==> src/design/assert_macros.svh <==
// ----------------------------------------------------------------------------
// assert_macros.svh
// Assertion shorthands, clocked on clk and disabled while arst_n is low.
// ----------------------------------------------------------------------------
`ifndef ASSERT_MACROS_SVH
`define ASSERT_MACROS_SVH

// Property checked at every edge.
`define ASSERT_ALWAYS(label, prop, msg) \
	label: assert property (@(posedge clk) disable iff (!arst_n) (prop)) else $error(msg);

// Antecedent in one cycle, consequent in the next.
`define ASSERT_NEXT(label, ante, cons, msg) \
	label: assert property (@(posedge clk) disable iff (!arst_n) (ante) |=> (cons)) else $error(msg);

`endif

==> src/design/sprc_pkg.sv <==
// ----------------------------------------------------------------------------
// sprc_pkg
// Widths, codes, reset values and shared types of the stepper ramp controller.
// ----------------------------------------------------------------------------
package sprc_pkg;

	localparam int POS_W       = 32;
	localparam int RATE_W      = 16;
	localparam int TIME_W      = 32;
	localparam int CLK_W       = 32;
	localparam int CMD_W       = 3;
	localparam int APB_DW      = 32;
	localparam int REG_IDX_W   = 3;
	localparam int ADDR_W      = REG_IDX_W + 2;
	localparam int IN_TDATA_W  = 80;   // now_ms, target_position, requested_rate
	localparam int OUT_TDATA_W = 120;  // 116 bits of fields plus byte fill
	localparam int DIV_CNT_W   = $clog2(CLK_W);

	localparam logic [CLK_W-1:0] PERIOD_FLOOR = CLK_W'(4);

	// register reset values
	localparam logic signed [POS_W-1:0] RST_MIN_POS     = -32'sd20000;
	localparam logic signed [POS_W-1:0] RST_MAX_POS     = 32'sd20000;
	localparam logic [RATE_W-1:0]       RST_MIN_RATE    = 16'd100;
	localparam logic [RATE_W-1:0]       RST_MAX_RATE    = 16'd5000;
	localparam logic [RATE_W-1:0]       RST_RATE_SLEW   = 16'd50;
	localparam logic [RATE_W-1:0]       RST_WAKE_DELAY  = 16'd2;
	localparam logic                    RST_INVERT_DIR  = 1'b0;
	localparam logic [CLK_W-1:0]        RST_TIMER_CLOCK = 32'd32000000;

	typedef enum logic [CMD_W-1:0] {
		CMD_ENABLE = 3'd0,
		CMD_DISARM = 3'd1,
		CMD_HOLD   = 3'd2,
		CMD_TARGET = 3'd3,
		CMD_RATE   = 3'd4,
		CMD_TICK   = 3'd5,
		CMD_STEP   = 3'd6
	} cmd_t;

	typedef enum logic [REG_IDX_W-1:0] {
		REG_MIN_POS     = 3'd0,
		REG_MAX_POS     = 3'd1,
		REG_MIN_RATE    = 3'd2,
		REG_MAX_RATE    = 3'd3,
		REG_RATE_SLEW   = 3'd4,
		REG_WAKE_DELAY  = 3'd5,
		REG_INVERT_DIR  = 3'd6,
		REG_TIMER_CLOCK = 3'd7
	} reg_idx_t;

	// divider status toward the sequencer
	typedef struct packed {
		logic busy;
		logic done;
	} div_stat_t;

endpackage

==> src/design/sprc_div.sv <==
// ----------------------------------------------------------------------------
// sprc_div
// Restoring divider, one quotient bit per cycle: timer clock over step rate.
// ----------------------------------------------------------------------------
module sprc_div (
	input  logic                       clk,
	input  logic                       arst_n,
	input  logic                       start,
	input  logic [sprc_pkg::CLK_W-1:0]  dividend,
	input  logic [sprc_pkg::RATE_W-1:0] divisor,
	output logic [sprc_pkg::CLK_W-1:0]  quotient,
	output sprc_pkg::div_stat_t         stat
);
	import sprc_pkg::*;

	logic [CLK_W-1:0]     quo_q;
	logic [RATE_W-1:0]    rem_q;
	logic [RATE_W-1:0]    dsr_q;
	logic [DIV_CNT_W-1:0] cnt_q;
	logic                 busy_q;
	logic                 done_q;
	logic [RATE_W:0]      trial;
	logic [RATE_W+1:0]    diff;

	// zero divisor never restores, so the quotient comes out all ones
	assign trial = {rem_q, quo_q[CLK_W-1]};
	assign diff  = {1'b0, trial} - {2'b00, dsr_q};

	always_ff @(posedge clk or negedge arst_n) begin
		if (!arst_n) begin
			busy_q <= 1'b0;
			done_q <= 1'b0;
			cnt_q  <= '0;
		end else begin
			done_q <= 1'b0;
			if (start) begin
				busy_q <= 1'b1;
				cnt_q  <= '0;
			end else if (busy_q) begin
				cnt_q <= cnt_q + 1'b1;
				if (cnt_q == DIV_CNT_W'(CLK_W - 1)) begin
					busy_q <= 1'b0;
					done_q <= 1'b1;
				end
			end
		end
	end

	always_ff @(posedge clk) begin
		if (start) begin
			quo_q <= dividend;
			rem_q <= '0;
			dsr_q <= divisor;
		end else if (busy_q) begin
			quo_q <= {quo_q[CLK_W-2:0], ~diff[RATE_W+1]};
			rem_q <= diff[RATE_W+1] ? trial[RATE_W-1:0] : diff[RATE_W-1:0];
		end
	end

	assign quotient  = quo_q;
	assign stat.busy = busy_q;
	assign stat.done = done_q;

endmodule

==> src/design/stepper_position_ramp_controller.sv <==
// ----------------------------------------------------------------------------
// stepper_position_ramp_controller
// Stepper position controller with step rate slew and period computation.
// ----------------------------------------------------------------------------
// Usage:
//   Commands enter on the s_ group (command in s_tuser, operands in s_tdata).
//   One status word leaves on the m_ group for every accepted command.
//   Configuration goes through the APB port, registers at byte address 4*i;
//   write only while no command is in flight.
// Sequencing (states from accept until m_tvalid goes high):
//   Enable, disarm, hold, set rate, unused code, idle tick: EXEC, DONE.
//   Set target: EXEC, CHECK, DONE; step that moves: EXEC, MOVE, DONE; tick
//   with no rate change: EXEC, SLEW, CLAMP, DONE. Tick that starts or reverses
//   the motor: EXEC, DIV, DONE; tick that changes the rate: EXEC, SLEW, CLAMP,
//   DIV, DONE. In DIV the serial divider (timer_clock / rate, one bit per cycle) runs.
//   s_tready is low from accept until the result is loaded into the output
//   register, so a new command is taken only once the last one is through.
// Stall:
//   A result waits in the output register while m_tready is low; the next
//   command may be accepted and worked, then waits to be delivered.
// Reset:
//   arst_n clears control and motion state, loads register defaults; the
//   block is ready in the first cycle after reset.
// ----------------------------------------------------------------------------
`include "assert_macros.svh"

module stepper_position_ramp_controller (
	input  logic                            clk,
	input  logic                            arst_n,
	// APB configuration
	input  logic                            psel,
	input  logic                            penable,
	input  logic                            pwrite,
	input  logic [sprc_pkg::ADDR_W-1:0]      paddr,
	input  logic [sprc_pkg::APB_DW-1:0]      pwdata,
	output logic [sprc_pkg::APB_DW-1:0]      prdata,
	output logic                            pready,
	// command words
	input  logic                            s_tvalid,
	output logic                            s_tready,
	// [31:0] now_ms, [63:32] target_position, [79:64] requested_rate
	input  logic [sprc_pkg::IN_TDATA_W-1:0]  s_tdata,
	// [2:0] command
	input  logic [sprc_pkg::CMD_W-1:0]       s_tuser,
	// status words
	output logic                            m_tvalid,
	input  logic                            m_tready,
	// [31:0] position, [63:32] target, [79:64] rate, [80] direction_level,
	// [81] enabled, [82] running, [83] at_limit, [115:84] period_ticks,
	// [119:116] zero
	output logic [sprc_pkg::OUT_TDATA_W-1:0] m_tdata
);
	import sprc_pkg::*;

	typedef enum logic [3:0] {
		ST_IDLE,
		ST_EXEC,
		ST_CHECK,
		ST_MOVE,
		ST_SLEW,
		ST_CLAMP,
		ST_DIV,
		ST_DONE
	} state_t;

	// configuration registers
	logic signed [POS_W-1:0] min_pos_q, max_pos_q;
	logic [RATE_W-1:0]       min_rate_q, max_rate_q, slew_q, wake_q;
	logic                    inv_q;
	logic [CLK_W-1:0]        tclk_q;

	// motion state
	logic signed [POS_W-1:0] cur_pos_q, goal_q;
	logic                    fwd_q, dir_q, en_q, run_q, lim_q;
	logic [RATE_W-1:0]       rate_q, wanted_q;
	logic [TIME_W-1:0]       en_time_q;
	logic [CLK_W-1:0]        period_q;

	// captured command
	cmd_t                    cmd_q;
	logic [TIME_W-1:0]       now_q;
	logic signed [POS_W-1:0] tgt_q;
	logic [RATE_W-1:0]       req_q;

	// sequencer scratch
	state_t                  state_q;
	logic signed [POS_W:0]   next_pos_q;
	logic [RATE_W-1:0]       next_rate_q;
	logic [RATE_W-1:0]       div_rate_q;
	logic                    div_start;
	logic                    out_load;
	logic                    m_valid_q;
	logic [OUT_TDATA_W-1:0]  m_tdata_q;

	logic [CLK_W-1:0]        quotient;
	div_stat_t               div_stat;

	logic                    cfg_wr;
	reg_idx_t                wr_idx, rd_idx;
	logic [TIME_W-1:0]       elapsed;
	logic                    want_fwd;
	logic signed [POS_W-1:0] tgt_clamp;
	logic [RATE_W-1:0]       slew_next, rate_gap, rate_step;
	logic                    at_limit;

	function automatic logic [RATE_W-1:0] clamp_rate(input logic [RATE_W-1:0] r,
			input logic [RATE_W-1:0] lo, input logic [RATE_W-1:0] hi);
		priority if (r < lo) return lo;
		else if (r > hi) return hi;
		else return r;
	endfunction

	// goal reached or behind in the present direction
	function automatic logic passed(input logic signed [POS_W-1:0] goal,
			input logic signed [POS_W-1:0] cur, input logic fwd);
		return fwd ? (goal <= cur) : (goal >= cur);
	endfunction

	// ---------------------------------------------------------------- APB
	assign pready = 1'b1;
	assign cfg_wr = psel && penable && pwrite && pready;
	assign wr_idx = reg_idx_t'(paddr[ADDR_W-1:2]);
	assign rd_idx = reg_idx_t'(paddr[ADDR_W-1:2]);

	always_ff @(posedge clk or negedge arst_n) begin
		if (!arst_n) begin
			min_pos_q  <= RST_MIN_POS;
			max_pos_q  <= RST_MAX_POS;
			min_rate_q <= RST_MIN_RATE;
			max_rate_q <= RST_MAX_RATE;
			slew_q     <= RST_RATE_SLEW;
			wake_q     <= RST_WAKE_DELAY;
			inv_q      <= RST_INVERT_DIR;
			tclk_q     <= RST_TIMER_CLOCK;
		end else if (cfg_wr) begin
			unique case (wr_idx)
				REG_MIN_POS:     min_pos_q  <= pwdata;
				REG_MAX_POS:     max_pos_q  <= pwdata;
				REG_MIN_RATE:    min_rate_q <= pwdata[RATE_W-1:0];
				REG_MAX_RATE:    max_rate_q <= pwdata[RATE_W-1:0];
				REG_RATE_SLEW:   slew_q     <= pwdata[RATE_W-1:0];
				REG_WAKE_DELAY:  wake_q     <= pwdata[RATE_W-1:0];
				REG_INVERT_DIR:  inv_q      <= pwdata[0];
				REG_TIMER_CLOCK: tclk_q     <= pwdata;
			endcase
		end
	end

	always_comb begin
		unique case (rd_idx)
			REG_MIN_POS:     prdata = min_pos_q;
			REG_MAX_POS:     prdata = max_pos_q;
			REG_MIN_RATE:    prdata = {{(APB_DW-RATE_W){1'b0}}, min_rate_q};
			REG_MAX_RATE:    prdata = {{(APB_DW-RATE_W){1'b0}}, max_rate_q};
			REG_RATE_SLEW:   prdata = {{(APB_DW-RATE_W){1'b0}}, slew_q};
			REG_WAKE_DELAY:  prdata = {{(APB_DW-RATE_W){1'b0}}, wake_q};
			REG_INVERT_DIR:  prdata = {{(APB_DW-1){1'b0}}, inv_q};
			REG_TIMER_CLOCK: prdata = tclk_q;
		endcase
	end

	// ---------------------------------------------------------------- datapath
	assign elapsed   = now_q - en_time_q;   // wraps modulo 2^32
	assign want_fwd  = goal_q > cur_pos_q;
	assign tgt_clamp = (tgt_q < min_pos_q) ? min_pos_q :
	                   (tgt_q > max_pos_q) ? max_pos_q : tgt_q;

	// slew toward the requested rate, at most rate_slew per tick
	always_comb begin
		rate_gap  = (rate_q < wanted_q) ? (wanted_q - rate_q) : (rate_q - wanted_q);
		rate_step = (rate_gap > slew_q) ? slew_q : rate_gap;
		priority if (rate_q < wanted_q) slew_next = rate_q + rate_step;
		else if (rate_q > wanted_q) slew_next = rate_q - rate_step;
		else slew_next = rate_q;
	end

	assign at_limit = lim_q || (cur_pos_q <= min_pos_q) || (cur_pos_q >= max_pos_q);

	// divider kicks off in the first cycle of the wait state
	assign div_start = (state_q == ST_DIV) && !div_stat.busy && !div_stat.done;

	// status word moves into the output register
	assign out_load = (state_q == ST_DONE) && (!m_valid_q || m_tready);

	sprc_div u_div (
		.clk      (clk),
		.arst_n   (arst_n),
		.start    (div_start),
		.dividend (tclk_q),
		.divisor  (div_rate_q),
		.quotient (quotient),
		.stat     (div_stat)
	);

	// ---------------------------------------------------------------- sequencer
	always_ff @(posedge clk or negedge arst_n) begin
		if (!arst_n) begin
			state_q     <= ST_IDLE;
			cur_pos_q   <= '0;
			goal_q      <= '0;
			fwd_q       <= 1'b1;
			rate_q      <= '0;
			wanted_q    <= RST_MIN_RATE;
			dir_q       <= 1'b0;
			en_q        <= 1'b0;
			run_q       <= 1'b0;
			lim_q       <= 1'b0;
			en_time_q   <= '0;
			period_q    <= '0;
			m_valid_q   <= 1'b0;
			cmd_q       <= CMD_ENABLE;
			now_q       <= '0;
			tgt_q       <= '0;
			req_q       <= '0;
			next_pos_q  <= '0;
			next_rate_q <= '0;
			div_rate_q  <= '0;
			m_tdata_q   <= '0;
		end else begin
			if (out_load)
				m_valid_q <= 1'b1;
			else if (m_tready)
				m_valid_q <= 1'b0;

			unique case (state_q)
				ST_IDLE: begin
					if (s_tvalid) begin
						cmd_q   <= cmd_t'(s_tuser);
						now_q   <= s_tdata[31:0];
						tgt_q   <= s_tdata[63:32];
						req_q   <= s_tdata[79:64];
						state_q <= ST_EXEC;
					end
				end

				ST_EXEC: begin
					state_q <= ST_DONE;
					unique case (cmd_q)
						CMD_ENABLE: begin
							// already enabled: keep the original stamp
							if (!en_q) begin
								run_q     <= 1'b0;
								rate_q    <= '0;
								goal_q    <= cur_pos_q;
								en_time_q <= now_q;
								en_q      <= 1'b1;
							end
						end
						CMD_DISARM: begin
							run_q  <= 1'b0;
							rate_q <= '0;
							goal_q <= cur_pos_q;
							en_q   <= 1'b0;
						end
						CMD_HOLD: begin
							run_q  <= 1'b0;
							rate_q <= '0;
							goal_q <= cur_pos_q;
						end
						CMD_TARGET: begin
							goal_q  <= tgt_clamp;
							lim_q   <= (tgt_clamp != tgt_q);
							state_q <= ST_CHECK;
						end
						CMD_RATE: begin
							wanted_q <= clamp_rate(req_q, min_rate_q, max_rate_q);
						end
						CMD_TICK: begin
							priority if (!en_q || (elapsed < {{(TIME_W-RATE_W){1'b0}}, wake_q})) begin
								// disarmed or still asleep
							end else if (cur_pos_q == goal_q) begin
								run_q  <= 1'b0;
								rate_q <= '0;
							end else if (!run_q || (want_fwd != fwd_q)) begin
								// start or reversal: restart at min_rate, capped at max_rate
								run_q       <= 1'b0;
								rate_q      <= '0;
								fwd_q       <= want_fwd;
								dir_q       <= want_fwd ^ inv_q;
								div_rate_q  <= clamp_rate(min_rate_q, min_rate_q, max_rate_q);
								state_q     <= ST_DIV;
							end else begin
								state_q <= ST_SLEW;
							end
						end
						CMD_STEP: begin
							if (run_q) begin
								if (passed(goal_q, cur_pos_q, fwd_q)) begin
									run_q  <= 1'b0;
									rate_q <= '0;
								end else begin
									next_pos_q <= $signed({cur_pos_q[POS_W-1], cur_pos_q})
									            + (fwd_q ? 33'sd1 : -33'sd1);
									state_q    <= ST_MOVE;
								end
							end
						end
						default: begin
							// unused code: status only
						end
					endcase
				end

				ST_CHECK: begin
					if (run_q && passed(goal_q, cur_pos_q, fwd_q)) begin
						run_q  <= 1'b0;
						rate_q <= '0;
					end
					state_q <= ST_DONE;
				end

				ST_MOVE: begin
					// step past a bound is refused and pins the target
					if ((next_pos_q < $signed({min_pos_q[POS_W-1], min_pos_q})) ||
					    (next_pos_q > $signed({max_pos_q[POS_W-1], max_pos_q}))) begin
						lim_q  <= 1'b1;
						goal_q <= cur_pos_q;
						run_q  <= 1'b0;
						rate_q <= '0;
					end else begin
						cur_pos_q <= next_pos_q[POS_W-1:0];
						if (next_pos_q[POS_W-1:0] == goal_q) begin
							run_q  <= 1'b0;
							rate_q <= '0;
						end
					end
					state_q <= ST_DONE;
				end

				ST_SLEW: begin
					next_rate_q <= slew_next;
					state_q     <= ST_CLAMP;
				end

				ST_CLAMP: begin
					if (next_rate_q != rate_q) begin
						div_rate_q  <= clamp_rate(next_rate_q, min_rate_q, max_rate_q);
						state_q     <= ST_DIV;
					end else begin
						state_q <= ST_DONE;
					end
				end

				ST_DIV: begin
					if (div_stat.done) begin
						period_q <= (quotient < PERIOD_FLOOR) ? PERIOD_FLOOR : quotient;
						rate_q   <= div_rate_q;
						run_q    <= 1'b1;
						state_q  <= ST_DONE;
					end
				end

				ST_DONE: begin
					if (out_load) begin
						m_tdata_q <= {4'b0000, period_q, at_limit, run_q, en_q, dir_q,
						              rate_q, goal_q, cur_pos_q};
						state_q   <= ST_IDLE;
					end
				end

				default: state_q <= ST_IDLE;
			endcase
		end
	end

	assign s_tready = (state_q == ST_IDLE);
	assign m_tvalid = m_valid_q;
	assign m_tdata  = m_tdata_q;

	// ---------------------------------------------------------------- checks
	`ASSERT_ALWAYS(a_stop_clears_rate, !run_q |-> (rate_q == '0), "stopped with nonzero rate")
	`ASSERT_ALWAYS(a_div_owned, (state_q != ST_DIV) |-> !div_stat.busy, "divider busy outside wait")
	`ASSERT_NEXT(a_one_in_flight, s_tvalid && s_tready, !s_tready, "ready right after accept")

endmodule

==> config.mk <==
export PLATFORM = sky130hd
export DESIGN_NAME = stepper_position_ramp_controller
export DESIGN_NICKNAME = d
export VERILOG_FILES = /design/src/design/sprc_pkg.sv /design/src/design/sprc_div.sv /design/src/design/stepper_position_ramp_controller.sv
export VERILOG_INCLUDE_DIRS = /design/src /design/src/design
export SDC_FILE = /design/constraint.sdc
export NUM_CORES = 2
export LEC_CHECK = 0
export BUFFER_PORTS_ARGS = -buffer_cell sky130_fd_sc_hd__buf_2
export CAP_MARGIN = 15
export CORE_MARGIN = 3
export CORE_UTILIZATION = 62
export DETAILED_ROUTE_END_ITERATION = 8
export GPL_ROUTABILITY_DRIVEN = 1
export GPL_TIMING_DRIVEN = 1
export PLACE_DENSITY_LB_ADDON = 0.15
export SKIP_LAST_GASP = 1
export SLEW_MARGIN = 10
export SYNTH_ARGS = -nofsm -noshare
export SYNTH_HDL_FRONTEND = slang
export SYNTH_HIERARCHICAL = 1
export SYNTH_SLANG_ARGS = --single-unit
==> constraint.sdc <==
create_clock -name clk -period 17.8 [get_ports clk]
set_input_delay 1.78 -clock clk [delete_from_list [all_inputs] [get_ports clk]]
set_output_delay 1.78 -clock clk [all_outputs]
set_load 0.02 [all_outputs]
### Word-level counts from Yosys, hierarchy flattened

Index checks and enable logic that the tools add are counted.

| cells by class | value |
|---|---|
| add/sub/neg operators | 8 |
| magnitude comparators | 20 |
| equal/unequal tests | 45 |
| mux-type cells | 78 |
| bitwise logic cells | 7 |
| reductions and logical operators | 51 |

Operator list:

| kind | number |
|---|---|
| 16-bit 2-to-1 mux | 26 |
| 32-bit one-hot mux with 8 select lines | 1 |
| 32-bit 2-to-1 mux | 7 |
| 16-bit one-hot mux with 4 select lines | 2 |
| 32-bit one-hot mux with 3 select lines | 1 |
| 16-bit greater-than comparator | 5 |
| 32-bit equality test | 2 |
| 32-bit greater-or-equal comparator | 2 |
| 32-bit greater-than comparator | 2 |
| 32-bit <= comparator | 2 |
| 16-bit < comparator | 4 |
| 32-bit one-hot mux with 2 select lines | 1 |
| 16-bit subtractor | 3 |
| 32-bit by 33-bit adder with 33-bit output | 1 |
| 33-bit by 32-bit greater-than comparator with 1-bit output | 1 |
| 33-bit by 32-bit < comparator with 1-bit output | 1 |
| 33-bit 2-to-1 mux | 1 |
| 32-bit by 16-bit < comparator with 1-bit output | 1 |
| 32-bit by 3-bit < comparator with 1-bit output (second input constant) | 1 |
| 32-bit < comparator | 1 |
| 32-bit inequality test | 1 |
| 16-bit one-hot mux with 2 select lines | 1 |
| 32-bit subtractor | 1 |
| 4-bit one-hot mux with 7 select lines | 1 |
| 43 further kinds | 140 |

| word-level totals | value |
|---|---|
| bits in registers | 666 |
| output and inout bits | 155 |

### Depth between registers and ports, before layout

| logic depth | value |
|---|---|
| depth after elaboration | 8 |
| mapped depth | 37 |

### Modules after synthesis

The synthesis kept the hierarchy.

Modules (own cells, without submodules):

| module | times used | cells each | area an instance (µm²) | sequential area each (µm²) |
|---|---|---|---|---|
| stepper_position_ramp_controller | 1 | 4270 | 40448.8 | 14928.1 |
| sprc_div | 1 | 335 | 3865.0 | 1936.9 |

### Worst setup path after synthesis

OpenSTA, ideal clock, no wires.

| timing path | value |
|---|---|
| path kind | register to register |
| start point | register rate_q[12] |
| end point | register next_rate_q[14] |
| library setup time | 0.137 ns |
| arrival | 7.197 ns |
| data required time | 17.663 ns |
| path slack | 10.466 ns |
| stages on the path, launching flop included | 34 |
| buffers on the path | 3 |
| period minus slack after synthesis | 7.334 ns |
| cell sequence | dfrtp_1 inv_1 ha_1 clkbuf_1 nand3_1 or3_1 a211o_1 nand2_1 clkbuf_1 o211ai_1 o21ai_0 o31ai_1 xor2_1 ha_1 a21o_1 a21o_1 a21oi_1 nor2b_1 o21ai_0 a31oi_1 clkbuf_1 mux2_2 ha_1 o21bai_1 a21o_1 a21o_1 a2111o_1 a311o_1 a2111oi_0 nor3_1 nor2_1 xnor2_1 o22ai_1 a21oi_1 |

| on the way | value |
|---|---|
| longest elaborated chain between the ends | 7 |
| elaborated cells between the ends (all ways) | 11 |
| those cells by class | add/sub: 4; order compare: 3; mux: 4 |

Ends and longest elaborated chain:

| element | line | source |
|---|---|---|
| start: declaration | stepper_position_ramp_controller.sv:75 | `logic [RATE_W-1:0] rate_q, wanted_q;` |
| start signal: assignment | stepper_position_ramp_controller.sv:347 | `rate_q <= div_rate_q;` |
| 16-bit subtractor or 16-bit < comparator (tied branches) | stepper_position_ramp_controller.sv:170, stepper_position_ramp_controller.sv:172 |  |
| 16-bit 2-to-1 mux | stepper_position_ramp_controller.sv:170 | `rate_gap = (rate_q < wanted_q) ? (wanted_q - rate_q) : (rate_q - wanted_q);` |
| 16-bit greater-than comparator | stepper_position_ramp_controller.sv:171 | `rate_step = (rate_gap > slew_q) ? slew_q : rate_gap;` |
| 16-bit 2-to-1 mux | stepper_position_ramp_controller.sv:171 |  |
| 16-bit subtractor | stepper_position_ramp_controller.sv:173 | `else if (rate_q > wanted_q) slew_next = rate_q - rate_step;` |
| 16-bit 2-to-1 mux | stepper_position_ramp_controller.sv:173 |  |
| 16-bit 2-to-1 mux * | stepper_position_ramp_controller.sv:172 | `priority if (rate_q < wanted_q) slew_next = rate_q + rate_step;` |
| end signal: assignment | stepper_position_ramp_controller.sv:331 | `next_rate_q <= slew_next;` |
| end: declaration | stepper_position_ramp_controller.sv:88 | `logic [RATE_W-1:0] next_rate_q;` |

Every way passes the cells marked *; elsewhere a longest branch is shown, timed or not.
A chain may end at the register's enable or synchronous reset.

### Final worst setup path

| timing path | value |
|---|---|
| start point | register rate_q[9] |
| end point | register next_rate_q[15] |

Same word-level chain as after synthesis.

==> results.md <==
* Status: completed
* Synthesized netlist cell count at between 4000 and 5000
* Critical-path top delay cell: dfrtp_1
* Share of layout cells above drive strength 1 at 0.186
* Area growth, synth to finish at 10.6%
* Synthesized flop and latch total at approximately 670
* Leakage power at approximately 23 nW
* Worst-Skew Late Latency at between 0.6 and 0.7 ns
* Number of global-route vias before repair at around 36000
* HP Class: register to register
* Routed WL at around 140000 µm
* Fin nets at ~5400
* Synth Area per Inst at roughly 9.6 µm²
* Synth area leaders: dfrtp_1 31%, ha_1 13%, mux2_2 9.4%
* Netlist cell types at between 90 and 100
* Drt first-iter violations at between 3000 and 4000
* Fin cells at about 5800
* Num CTS Buffers at between 70 and 80
* Crit path buffers/inverters at 2
* DR vias at ~37000
* Most common cell after layout, fill and taps aside: dfrtp_1
* CTS tree: built
* Hold Vio Cnt, Final at 0
* Width of the die at approximately 270 µm
* Met3 Usage GRT at 0.0458
* Hpwl dp at roughly 110000 µm
* Fin crit share at 0.515
* CP Data Arrival Time at between 9 and 10 ns
* DRC errors left at 0
* Sequential Area at around 17000 µm²
* M1 GR Usage at 0.495
* Die ar. at between 70000 and 80000 µm²
* EDFF count, synth at 48
* Worst-margin pin slew at roughly 1.1 ns
* Post-synth top area share at 0.311
* WL/cell at about 24 µm
* CTS H-Tree Depth at 3
* Synthesized area at roughly 44000 µm²
* Area of the multi-input gates at ~26000 µm²
* YS warnings at 6
* Clock Tree Buf Depth at 3
* # IOs at approximately 280
* RD Place Congestion at 0.996
* Root buf cell: clkbuf_16
* FMAX at between 100 and 150 MHz
* Via density at approximately 6.4
* # setup viols final at 0
* Post-cts resize count at 0
* CP startpoint kind: register
* Total iterations of the first detailed-routing run at 6
* Rows at 97
* Largest net degree at the start of global routing at roughly 150
* RSZ-0062 raised after global routing: false
* Setup CP Type: register to register
* Post-route ant nets at 0
* Dpl ws at 8.76 ns
* IO Port Bufs at approximately 270
* Ys async rst share at 0.904
* Final Skew at ~0.048 ns
* Register area share after synthesis at 0.381
* Initial antenna violation count at 6
* Cell mode on critical path: o21ai_0
* Most frequent cells in the layout: 550 x dfrtp_1, 479 x nand2_1, 474 x ha_1
* M2 GR Usage at 0.589
* CP endpoint kind: register
* Min cycle time layout at between 9 and 10 ns
* CP peak stage delay at between 0.6 and 0.7 ns
* Top FF cell, synth: dfrtp_1
* Worst-path clk slew at about 0.070 ns
* Grt ovf at 0
* Worst vdd ir at between 150 and 200 µV
* Placed cells at about 5700
* Buffer count from post-CTS setup fixing at 0
* Slew HR at 0.288
* WP data required at 18.36 ns
* Total Power at 0.00982 W
* Max Cap Viol at 0
* Initial core utilization at 0.630
* Gr busiest metal: met2
* Die height at between 200 and 300 µm
* Fin. max-slew vios at 0
* FILL cells at roughly 5500
* Global Route Usage Sum at 0.371
* Core Area at roughly 70000 µm²
* PnR worst setup slack at about 8.6 ns
* Largest area contributor in the synthesized netlist: dfrtp_1
* Setup_tns at 0 ns
* First-pass GRT wire length at between 200000 and 250000 µm
* CP max FO at 16
* Pwr/cell area at around 200 nW/µm²
* CTS sink cnt at 665
* Top cell family by delay on the critical path: compound AO/OA/AOI/OAI gates
* Hold Buf Count CTS at 0
## metal layers
metal	share of wire	up-vias
met3	0.064	377
met4	0.065	4
met2	0.45	1443
met5	0.00020	-
met1	0.42	17964
li1	-	17096
## kinds of logic after synthesis
kind of cell,synth area share
AO/OA/AOI/OAI,0.165
XOR/XNOR,0.0368
adder cells (fa/ha/maj),0.137
buffers and inverters,0.0461
flip-flops,0.381
multiplexers,0.113
other,0.000169
AND/OR/NAND/NOR,0.121
## power breakdown
| part | leakage, nW | internal, W | total, W | switching (W) |
|---|---|---|---|---|
| clock | 1.20 | 0.000888 | 0.00156 | 0.000672 |
| sequential | 8.18 | 0.00205 | 0.00272 | 0.000668 |
| combinational | 13.8 | 0.00229 | 0.00554 | 0.00325 |
## Yosys cell counts, types with 85 or more instances
cell type  number
mux2_2        369
dfrtp_1       550
xnor2_1       114
o21ai_0       388
nor2_1        207
ha_1          474
clkbuf_1      157
a21o_1         99
nand2_1       479
inv_1         333
a21oi_1       255
mux2i_1        85
nand4_1        99
## flip-flops by register name, summed over array words and instances, names as in the netlist, 32 cells and up
name / flops
m_tdata: 116
next_pos_q: 33
cur_pos_q: 32
en_time_q: 32
goal_q: 32
max_pos_q: 32
min_pos_q: 32
now_q: 32
period_q: 32
tclk_q: 32
tgt_q: 32
u_div/quotient: 32
## worst paths after layout
check,slack (ns),startpoint,cells after the start,endpoint
worst max register to register,8.63,rate_q[9],32,next_rate_q[15]
min in group asynchronous,1.17,arst_n,1,u_div/cnt_q[4]
worst min-delay path,0.45,div_rate_q[10],0,u_div/dsr_q[10]
max in group asynchronous,13.76,arst_n,4,m_tdata[45]
worst min register to register,0.45,div_rate_q[10],0,u_div/dsr_q[10]
worst max-delay path,8.63,rate_q[9],32,next_rate_q[15]
## area by class of cell
class | instances | area share
antenna | 1 | 0.0000510
clock buffer | 107 | 0.0425
clock inverter | 26 | 0.00763
inverter | 335 | 0.0256
multi-input combinational | 3414 | 0.521
sequential | 665 | 0.344
tap | 940 | 0.0240
timing repair buffer | 317 | 0.0353
## stage by stage
step	util	hold slack [ns]	area, µm²
3_3_place_gp	0.661	0.435	46500
5_1_grt	0.696	0.464	49000
4_1_cts	0.696	0.451	49000
2_1_floorplan	-	0.425	44300
3_5_place_dp	0.661	0.437	46500
6_report	0.696	0.452	49000
No activity file was read; power rests on OpenSTA's default activity.
